$ cat src/design/tmd_pkg.sv
// ----------------------------------------------------------------------------
// tmd_pkg
// shared types and constants of the tape manchester decoder
// ----------------------------------------------------------------------------
`default_nettype none

package tmd_pkg;

  localparam int unsigned TimeW    = 32;
  localparam int unsigned PeriodW  = 16;
  localparam int unsigned SyncW    = 8;
  localparam int unsigned ByteW    = 8;
  localparam int unsigned CountW   = 16;
  localparam int unsigned HeldW    = 4;
  localparam int unsigned CfgDataW = 16;
  localparam int unsigned CfgIdxW  = 1;

  localparam logic [SyncW-1:0]   SyncEdgesReset = 8'd16;
  localparam logic [PeriodW-1:0] TimeoutReset   = 16'd5000;

  // register indexes
  localparam logic [CfgIdxW-1:0] RegSyncEdges = 1'b0;
  localparam logic [CfgIdxW-1:0] RegTimeout   = 1'b1;

  // input command codes
  localparam logic CmdEdge = 1'b0;
  localparam logic CmdPoll = 1'b1;

  // result kind codes
  localparam logic KindData     = 1'b0;
  localparam logic KindFinished = 1'b1;

  typedef struct packed {
    logic             cmd;
    logic [TimeW-1:0] cycle_time;
  } in_word_t;

  typedef struct packed {
    logic              kind;
    logic [ByteW-1:0]  data_byte;
    logic [CountW-1:0] count;
  } out_word_t;

  typedef struct packed {
    logic [SyncW-1:0]   sync_edges;
    logic [PeriodW-1:0] timeout_cycles;
  } cfg_t;

endpackage

`default_nettype wire

$ cat src/design/tmd_decode.sv
// ----------------------------------------------------------------------------
// tmd_decode
// decoder state and combinational step: timeout, sync training, pulse
// classification and byte assembly
// ----------------------------------------------------------------------------
`default_nettype none

module tmd_decode (
  input  wire                 clk_i,
  input  wire                 rst_ni,
  input  wire                 fire_i,
  input  tmd_pkg::in_word_t   word_i,
  input  tmd_pkg::cfg_t       cfg_i,
  output logic                res_valid_o,
  output tmd_pkg::out_word_t  res_o
);
  import tmd_pkg::*;

  logic [TimeW-1:0]   last_q, last_d;
  logic [PeriodW-1:0] period_q, period_d;
  logic [SyncW-1:0]   sync_left_q, sync_left_d;
  logic               receiving_q, receiving_d;
  logic               half_phase_q, half_phase_d;
  logic               cur_bit_q, cur_bit_d;
  logic [ByteW-1:0]   shift_q, shift_d;
  logic [HeldW-1:0]   held_q, held_d;
  logic [CountW-1:0]  bytes_q, bytes_d;

  logic [TimeW-1:0]   t;
  logic [PeriodW-1:0] t16;
  logic               timed_out;
  logic [PeriodW-1:0] half;
  logic [PeriodW:0]   p_plus_half;
  logic [PeriodW+1:0] p_x3;
  logic [PeriodW:0]   sum_short;
  logic [PeriodW:0]   sum_long;
  logic               too_short;
  logic               sync_bad;
  logic               dec_bad;
  logic               is_long;
  logic               do_shift;
  logic [ByteW-1:0]   shifted;

  assign t           = word_i.cycle_time - last_q;
  assign t16         = t[PeriodW-1:0];
  assign timed_out   = t > {{(TimeW-PeriodW){1'b0}}, cfg_i.timeout_cycles};
  assign half        = {1'b0, period_q[PeriodW-1:1]};
  assign p_plus_half = {1'b0, period_q} + {1'b0, half};
  assign p_x3        = {2'b00, period_q} + {1'b0, period_q, 1'b0};
  assign sum_short   = {1'b0, period_q} + {1'b0, t16};
  assign sum_long    = {1'b0, period_q} + {2'b00, t16[PeriodW-1:1]};
  assign too_short   = t16 < half;
  assign sync_bad    = too_short || ({1'b0, t16} > p_plus_half);
  assign dec_bad     = too_short || ({2'b00, t16} > p_x3);
  assign is_long     = {1'b0, t16} >= p_plus_half;

  always_comb begin
    last_d       = last_q;
    period_d     = period_q;
    sync_left_d  = sync_left_q;
    receiving_d  = receiving_q;
    half_phase_d = half_phase_q;
    cur_bit_d    = cur_bit_q;
    shift_d      = shift_q;
    held_d       = held_q;
    bytes_d      = bytes_q;
    do_shift     = 1'b0;
    res_valid_o  = 1'b0;
    res_o        = '0;

    if (fire_i) begin
      if (word_i.cmd == CmdPoll) begin
        if (receiving_q && timed_out) begin
          receiving_d     = 1'b0;
          res_valid_o     = 1'b1;
          res_o.kind      = KindFinished;
          res_o.data_byte = '0;
          res_o.count     = bytes_q;
        end
      end else begin
        last_d = word_i.cycle_time;
        if (timed_out) begin
          sync_left_d = cfg_i.sync_edges;
          receiving_d = 1'b0;
        end else if (sync_left_q != '0) begin
          if (sync_bad) begin
            period_d    = t16;
            sync_left_d = cfg_i.sync_edges;
            receiving_d = 1'b0;
          end else begin
            period_d    = sum_short[PeriodW:1];
            sync_left_d = sync_left_q - 1'b1;
          end
        end else if (dec_bad) begin
          period_d    = t16;
          sync_left_d = cfg_i.sync_edges;
          receiving_d = 1'b0;
        end else begin
          period_d = is_long ? sum_long[PeriodW:1] : sum_short[PeriodW:1];
          if (!receiving_q) begin
            if (is_long) begin
              cur_bit_d    = 1'b1;
              receiving_d  = 1'b1;
              half_phase_d = 1'b1;
              shift_d      = {{(ByteW-1){1'b0}}, 1'b1};
              held_d       = {{(HeldW-1){1'b0}}, 1'b1};
              bytes_d      = '0;
            end
          end else if (is_long) begin
            cur_bit_d    = ~cur_bit_q;
            half_phase_d = 1'b1;
            do_shift     = 1'b1;
          end else begin
            half_phase_d = ~half_phase_q;
            do_shift     = ~half_phase_q;
          end
        end
      end
    end

    // append the current bit, emit at a full byte
    shifted = {shift_q[ByteW-2:0], cur_bit_d};
    if (do_shift) begin
      if (held_q == HeldW'(ByteW - 1)) begin
        res_valid_o     = 1'b1;
        res_o.kind      = KindData;
        res_o.data_byte = shifted;
        res_o.count     = bytes_q;
        bytes_d         = bytes_q + 1'b1;
        shift_d         = '0;
        held_d          = '0;
      end else begin
        shift_d = shifted;
        held_d  = held_q + 1'b1;
      end
    end
  end

  always_ff @(posedge clk_i or negedge rst_ni) begin
    if (!rst_ni) begin
      last_q       <= '0;
      period_q     <= '0;
      sync_left_q  <= SyncEdgesReset;
      receiving_q  <= 1'b0;
      half_phase_q <= 1'b0;
      cur_bit_q    <= 1'b0;
      shift_q      <= '0;
      held_q       <= '0;
      bytes_q      <= '0;
    end else begin
      last_q       <= last_d;
      period_q     <= period_d;
      sync_left_q  <= sync_left_d;
      receiving_q  <= receiving_d;
      half_phase_q <= half_phase_d;
      cur_bit_q    <= cur_bit_d;
      shift_q      <= shift_d;
      held_q       <= held_d;
      bytes_q      <= bytes_d;
    end
  end

  // bit counter never reaches a full byte
  a_held_range: assert property (@(posedge clk_i) disable iff (!rst_ni)
    held_q < HeldW'(ByteW))
    else $error("bit count out of range");

  // a result only comes from a processed word
  a_res_needs_fire: assert property (@(posedge clk_i) disable iff (!rst_ni)
    res_valid_o |-> fire_i)
    else $error("result without word");

  // any result is only produced during reception and ends or keeps it
  a_res_while_rx: assert property (@(posedge clk_i) disable iff (!rst_ni)
    res_valid_o |-> receiving_q)
    else $error("result outside reception");

  // finish drops reception
  a_finish_stops: assert property (@(posedge clk_i) disable iff (!rst_ni)
    (res_valid_o && res_o.kind == KindFinished) |=> !receiving_q)
    else $error("reception still active after finish");

endmodule

`default_nettype wire

$ cat src/design/tape_manchester_decoder.sv
// ----------------------------------------------------------------------------
// tape_manchester_decoder
// cassette tape decoder working on edge timestamps and end-of-tape polls
// ----------------------------------------------------------------------------
//  channel  direction  handshake                 word
//  in       input      in_valid_i / in_ready_o   in_data_i  (cmd, cycle_time)
//  out      output     out_valid_o / out_ready_i out_data_o (kind, byte, count)
//  cfg      input      cfg_we_i                  cfg_idx_i, cfg_data_i
//
//  one word per cycle while the output register is not stalled; a word is
//  registered in the stage, then processed by the decoder step, and its
//  result lands in the output register
//  a stalled output register holds a full stage and drops in_ready_o
//  reset clears the decoder state, sync count loads 16, timeout loads 5000
// ----------------------------------------------------------------------------
`default_nettype none

module tape_manchester_decoder (
  input  wire                              clk_i,
  input  wire                              rst_ni,
  input  wire                              in_valid_i,
  output logic                             in_ready_o,
  input  tmd_pkg::in_word_t                in_data_i,
  output logic                             out_valid_o,
  input  wire                              out_ready_i,
  output tmd_pkg::out_word_t               out_data_o,
  input  wire                              cfg_we_i,
  input  wire  [tmd_pkg::CfgIdxW-1:0]      cfg_idx_i,
  input  wire  [tmd_pkg::CfgDataW-1:0]     cfg_data_i
);
  import tmd_pkg::*;

  cfg_t      cfg_q;
  in_word_t  stage_q;
  logic      stage_valid_q;
  out_word_t out_q;
  logic      out_valid_q;
  logic      advance;
  logic      fire;
  logic      res_valid;
  out_word_t res;

  assign advance     = !out_valid_q || out_ready_i;
  assign fire        = stage_valid_q && advance;
  assign in_ready_o  = !stage_valid_q || advance;
  assign out_valid_o = out_valid_q;
  assign out_data_o  = out_q;

  always_ff @(posedge clk_i or negedge rst_ni) begin
    if (!rst_ni) begin
      cfg_q.sync_edges     <= SyncEdgesReset;
      cfg_q.timeout_cycles <= TimeoutReset;
    end else if (cfg_we_i) begin
      unique case (cfg_idx_i)
        RegSyncEdges: cfg_q.sync_edges     <= cfg_data_i[SyncW-1:0];
        RegTimeout:   cfg_q.timeout_cycles <= cfg_data_i[PeriodW-1:0];
        default: ;
      endcase
    end
  end

  always_ff @(posedge clk_i or negedge rst_ni) begin
    if (!rst_ni) begin
      stage_valid_q <= 1'b0;
    end else if (in_ready_o) begin
      stage_valid_q <= in_valid_i;
    end
  end

  always_ff @(posedge clk_i) begin
    if (in_ready_o && in_valid_i) begin
      stage_q <= in_data_i;
    end
  end

  always_ff @(posedge clk_i or negedge rst_ni) begin
    if (!rst_ni) begin
      out_valid_q <= 1'b0;
    end else if (advance) begin
      out_valid_q <= res_valid;
    end
  end

  always_ff @(posedge clk_i) begin
    if (advance && res_valid) begin
      out_q <= res;
    end
  end

  tmd_decode u_decode (
    .clk_i       (clk_i),
    .rst_ni      (rst_ni),
    .fire_i      (fire),
    .word_i      (stage_q),
    .cfg_i       (cfg_q),
    .res_valid_o (res_valid),
    .res_o       (res)
  );

  // a held stage word is not lost while the output stalls
  a_stage_holds: assert property (@(posedge clk_i) disable iff (!rst_ni)
    (stage_valid_q && !advance) |=> (stage_valid_q && $stable(stage_q)))
    else $error("stage word lost under stall");

  // the output register only loads from a processed word
  a_out_source: assert property (@(posedge clk_i) disable iff (!rst_ni)
    (!out_valid_q && !fire) |=> !out_valid_q)
    else $error("result appeared without a word");

  // a pending result is never overwritten
  a_out_kept: assert property (@(posedge clk_i) disable iff (!rst_ni)
    (out_valid_q && !out_ready_i) |-> !fire)
    else $error("word processed while result pending");

endmodule

`default_nettype wire

$ cat config.mk
export PLATFORM = sky130hd
export DESIGN_NAME = tape_manchester_decoder
export DESIGN_NICKNAME = d
export VERILOG_FILES = /design/src/design/tmd_pkg.sv /design/src/design/tmd_decode.sv /design/src/design/tape_manchester_decoder.sv
export SDC_FILE = /design/constraint.sdc
export NUM_CORES = 1
export LEC_CHECK = 0
export BUFFER_PORTS_ARGS = -buffer_cell sky130_fd_sc_hd__buf_2
export CAP_MARGIN = 20
export CORE_UTILIZATION = 45
export CTS_CLUSTER_DIAMETER = 120
export DETAILED_ROUTE_END_ITERATION = 8
export HOLD_SLACK_MARGIN = 0.12
export PLACE_DENSITY = 0.65
export SLEW_MARGIN = 20
export SYNTH_ARGS = -nofsm -noshare
export SYNTH_HDL_FRONTEND = slang
export SYNTH_SLANG_ARGS = --single-unit
$ cat constraint.sdc
create_clock -name clk_i -period 10.35 [get_ports clk_i]
set_clock_uncertainty 0.15 [all_clocks]
set_input_delay 2.07 -clock clk_i [delete_from_list [all_inputs] [get_ports clk_i]]
set_output_delay 2.07 -clock clk_i [all_outputs]
set_load 0.01 [all_outputs]
==> metrics.log <==
INFO  metric clk_root_buffer_cell = sky130_fd_sc_hd__clkbuf_16
INFO  metric synthArstFlopShare = between 60% and 70%
INFO  metric cts_buffers = 17
INFO  metric netSwitchingPower = 1160 uW
INFO  metric finalHoldViolCount = 0
INFO  metric setup_viol_count_final = 0
INFO  metric vias = roughly 10k
INFO  metric worstHoldStart = u_decode.held_q[3]
INFO  metric synth_top_cells_by_area = sky130_fd_sc_hd__dfrtp_1 (21%), sky130_fd_sc_hd__edfxtp_1 (14%), sky130_fd_sc_hd__ha_1 (14%)
INFO  metric worst_path_arrival = 7.80 ns
INFO  metric drive_above_1_share = 13.5%
INFO  metric grt_first_pass_wirelength = between 40000 and 50000 um
INFO  metric path_buf_inv = 3
INFO  metric cellInternalPower = between 1500 and 2000 uW
INFO  metric post-route-drc-count = 0
INFO  metric synthesis.area = 12500 sq um
INFO  metric grt.overflow.total = 0
INFO  metric design.portCount = 82
INFO  metric cts_sinks = between 150 and 200
INFO  metric place_hpwl = 22600 um
INFO  metric groute.usage.overall = between 20 and 25%
INFO  metric post_drt_via_cell_ratio = ~5.7
INFO  metric yosys.area.top_type = sky130_fd_sc_hd__dfrtp_1
INFO  metric worstHoldPathType = reg -> reg
INFO  metric final.period_utilization = 73.1%
INFO  metric setup.worst_path.start_class = flop
INFO  metric min_period = 7.56 ns
INFO  metric finish.instance_area = 13900 sq um
INFO  metric max-vdd-ir-drop = 0.0951 mV
INFO  metric final_max_slew_viol_count = 0
INFO  metric floorplan.rows = 60
INFO  metric cts_tree = done
INFO  metric timing.reg2reg.worst_path_depth = 22
INFO  metric hold_fix_buffers_cts = 0
INFO  metric power_leakage = 0.00626 uW
INFO  metric synthDominantCellAreaShare = around a fifth
INFO  metric chipHeight = 168 um
INFO  metric cts_setup_buffers = 0
INFO  metric crit_cells = 22
INFO  metric max_slew.worst_pin.slew = 1.10 ns
INFO  metric yosysMostFrequentCell = sky130_fd_sc_hd__ha_1
INFO  metric placed_area = 13300 sq um
INFO  metric crit_path_max_incr_delay = ~0.93 ns
INFO  metric critPathCaptureType = flop
INFO  metric final_antenna_net_count = 0
INFO  metric syn-mean-instance-area = just over 9 sq um
INFO  metric ys.flop_type = sky130_fd_sc_hd__dfrtp_1
INFO  metric drtPass1Iterations = 5
INFO  metric clkPwrFrac = around a quarter
INFO  metric seq_area_frac_synth = 36.5%
INFO  metric p_total = 2740 uW
INFO  metric max-slew-margin-rel = about a quarter
INFO  metric fin_tns_setup = 0 ns
INFO  metric detail_route.wl_per_cell = 16.9 um
INFO  metric r2r_start = stage_q[0]
INFO  metric initial_antenna_violation_count = 0
INFO  metric synthesis.yosys.warnings = 0
INFO  metric unrepaired_setup_endpoints_after_global_routing = no
INFO  metric core_footprint = 27100 sq um
INFO  metric critical_path.slowest_cell = sky130_fd_sc_hd__nor4_4
INFO  metric cp.required = around 11 ns
INFO  metric crit_path_start = stage_q[0]
INFO  metric worstPathCellList = inv_1 -> ha_1 -> inv_1 -> fa_1 -> a21o_1 -> a221oi_2 -> o2111a_2 -> nor2_1 -> xor2_1 -> ha_1 -> and4_1 -> o21a_1 -> nor3_1 -> a31o_2 -> a22oi_1 -> a2111oi_0 -> or4b_1 -> or4_1 -> buf_4 -> nor4_4 -> o21ai_0 -> a21bo_1
INFO  metric number_of_global_route_vias_before_repair = around 10k
INFO  metric die_area = 28400 sq um
INFO  metric syn_inst = between 1k and 1.5k
INFO  metric cts.path.max_buffers = 2
INFO  metric nets = 1609
INFO  metric crit_type = reg -> reg
INFO  metric regToRegSetupSlack = 2.79 ns
INFO  metric outcome = complete, no violations
INFO  metric post_cts_resized = 0
INFO  metric synth_fp_nets = 1530
INFO  metric fp.dieW = roughly 170 um
INFO  metric power.combinational.fraction = a little under half
INFO  metric worstHoldPathCells = 1
INFO  metric worst_setup_hold_path_clk_slew = 0.09 ns
INFO  metric hold_path_end = u_decode.held_q[3]
INFO  metric floorplan.initialDensity = 46.0%
INFO  metric antenna-diode-count = 0
INFO  metric gp_routability_congestion = 0.886
INFO  metric switching_share = between 40% and 50%
INFO  metric synth_edf_count = 58
INFO  metric timing.critical_path.max_delay_family = compound AO/OA/AOI/OAI gates
INFO  metric critical_path.reg2reg.endpoint = u_decode.bytes_q[12]
INFO  metric detailedRoute.firstIterationViolations = 687
INFO  metric synth.top_cells.by_count = sky130_fd_sc_hd__ha_1 (138), sky130_fd_sc_hd__o21ai_0 (119), sky130_fd_sc_hd__nand2_1 (118)
INFO  metric maxCapViolCount = 0
INFO  metric clock.fmax = 132 MHz
INFO  metric ys_ff_latch = 170
INFO  metric port_buffers = 81
INFO  metric grt_start_max_net_pins = 78
INFO  metric synth.lib_cells_used.distinct = 86
INFO  metric ctsHtreeMaxLevel = 4
INFO  metric power_density = 197 nW/um^2
INFO  metric crit_path_max_fanout = 24
INFO  metric area_delta_synth_final = 11.6%
INFO  metric p_seq_share = 28.4%
INFO  metric clock_insertion_delay_worst_skew = 0.44 ns
INFO  metric wl = 30400 um
how the worst max path moves through the flow:
stage	end	slack, ns
final	u_decode.bytes_q[12]	2.79
after global routing	u_decode.bytes_q[4]	2.20
after CTS	u_decode.bytes_q[12]	2.83
after detailed placement	u_decode.bytes_q[12]	2.83
after global placement	u_decode.bytes_q[12]	3.06
after floorplan	out_data_o[0]	4.22
metal layers:
layer	up-vias	routed length (um)	global-route usage [%]
met5	-	0	0
met1	4959	14200	29.3
met2	210	14800	37.7
met4	0	384	5.97
met3	29	1010	2.74
li1	5037	-	-
cell usage in the layout, fill, tap and decap left out, types with 19 or more instances in the layout:
cell type	count
sky130_fd_sc_hd__o21ai_0	119
sky130_fd_sc_hd__xnor2_1	28
sky130_fd_sc_hd__edfxtp_1	58
sky130_fd_sc_hd__buf_2	80
sky130_fd_sc_hd__nor2b_1	37
sky130_fd_sc_hd__and2_1	22
sky130_fd_sc_hd__a21oi_1	81
sky130_fd_sc_hd__nand2_1	118
sky130_fd_sc_hd__mux2_2	33
sky130_fd_sc_hd__ha_1	138
sky130_fd_sc_hd__xor2_1	22
sky130_fd_sc_hd__nor2_1	70
sky130_fd_sc_hd__a21o_1	27
sky130_fd_sc_hd__dfrtp_1	105
sky130_fd_sc_hd__nand3_1	19
sky130_fd_sc_hd__inv_1	104
sky130_fd_sc_hd__o21a_1	19
sky130_fd_sc_hd__nor3_1	30
cell type report:
cell class / count / area, sq um
clock buffer: 17 / 425
clock inverter: 15 / 206
fill: 2518 / 13200
inverter: 104 / 390
multi-input combinational: 1031 / 7410
sequential: 170 / 4550
tap: 372 / 465
timing repair buffer: 88 / 464
metrics by stage:
| stage | hold WS, ns | util, % | worst slack, ns | cells |
|---|---|---|---|---|
| after floorplan | 0.286 | - | 4.22 | 1333 |
| after global placement | 0.313 | 49.0 | 3.06 | 1765 |
| after detailed placement | 0.311 | 49.0 | 2.83 | 1765 |
| after CTS | 0.329 | 51.3 | 2.83 | 1797 |
| after global routing | 0.359 | 51.4 | 2.20 | 1797 |
| final | 0.325 | 51.4 | 2.79 | 1797 |
state kept, by name (all words and copies together), names as in the netlist:
name	flops
cfg_q	24
out_data_o	25
out_valid_o	1
stage_q	33
stage_valid_q	1
u_decode.bytes_q	16
u_decode.cur_bit_q	1
u_decode.half_phase_q	1
u_decode.held_q	4
u_decode.last_q	32
u_decode.period_q	16
u_decode.receiving_q	1
u_decode.shift_q	7
u_decode.sync_left_q	8
kinds of logic after synthesis:
group           count (synthesis)  share of synthesized area, %
flops                         170                          36.5
xor+xnor                       50                          3.51
simple gates                  403                          16.7
compound gates                388                          20.5
buf+inv                       132                          4.11
fa+ha+maj                     143                          14.6
mux                            47                          4.10
power by group through the flow:
stage | clock network (uW) | registers (uW) | logic, uW
3_5_place_dp | 0 | 793 | 1250
5_1_grt | 730 | 786 | 1420
2_1_floorplan | 0 | 784 | 928
6_report | 691 | 780 | 1270
3_3_place_gp | 0 | 791 | 1220
4_1_cts | 708 | 780 | 1260
Note: power is estimated with default switching activity, not from simulation.
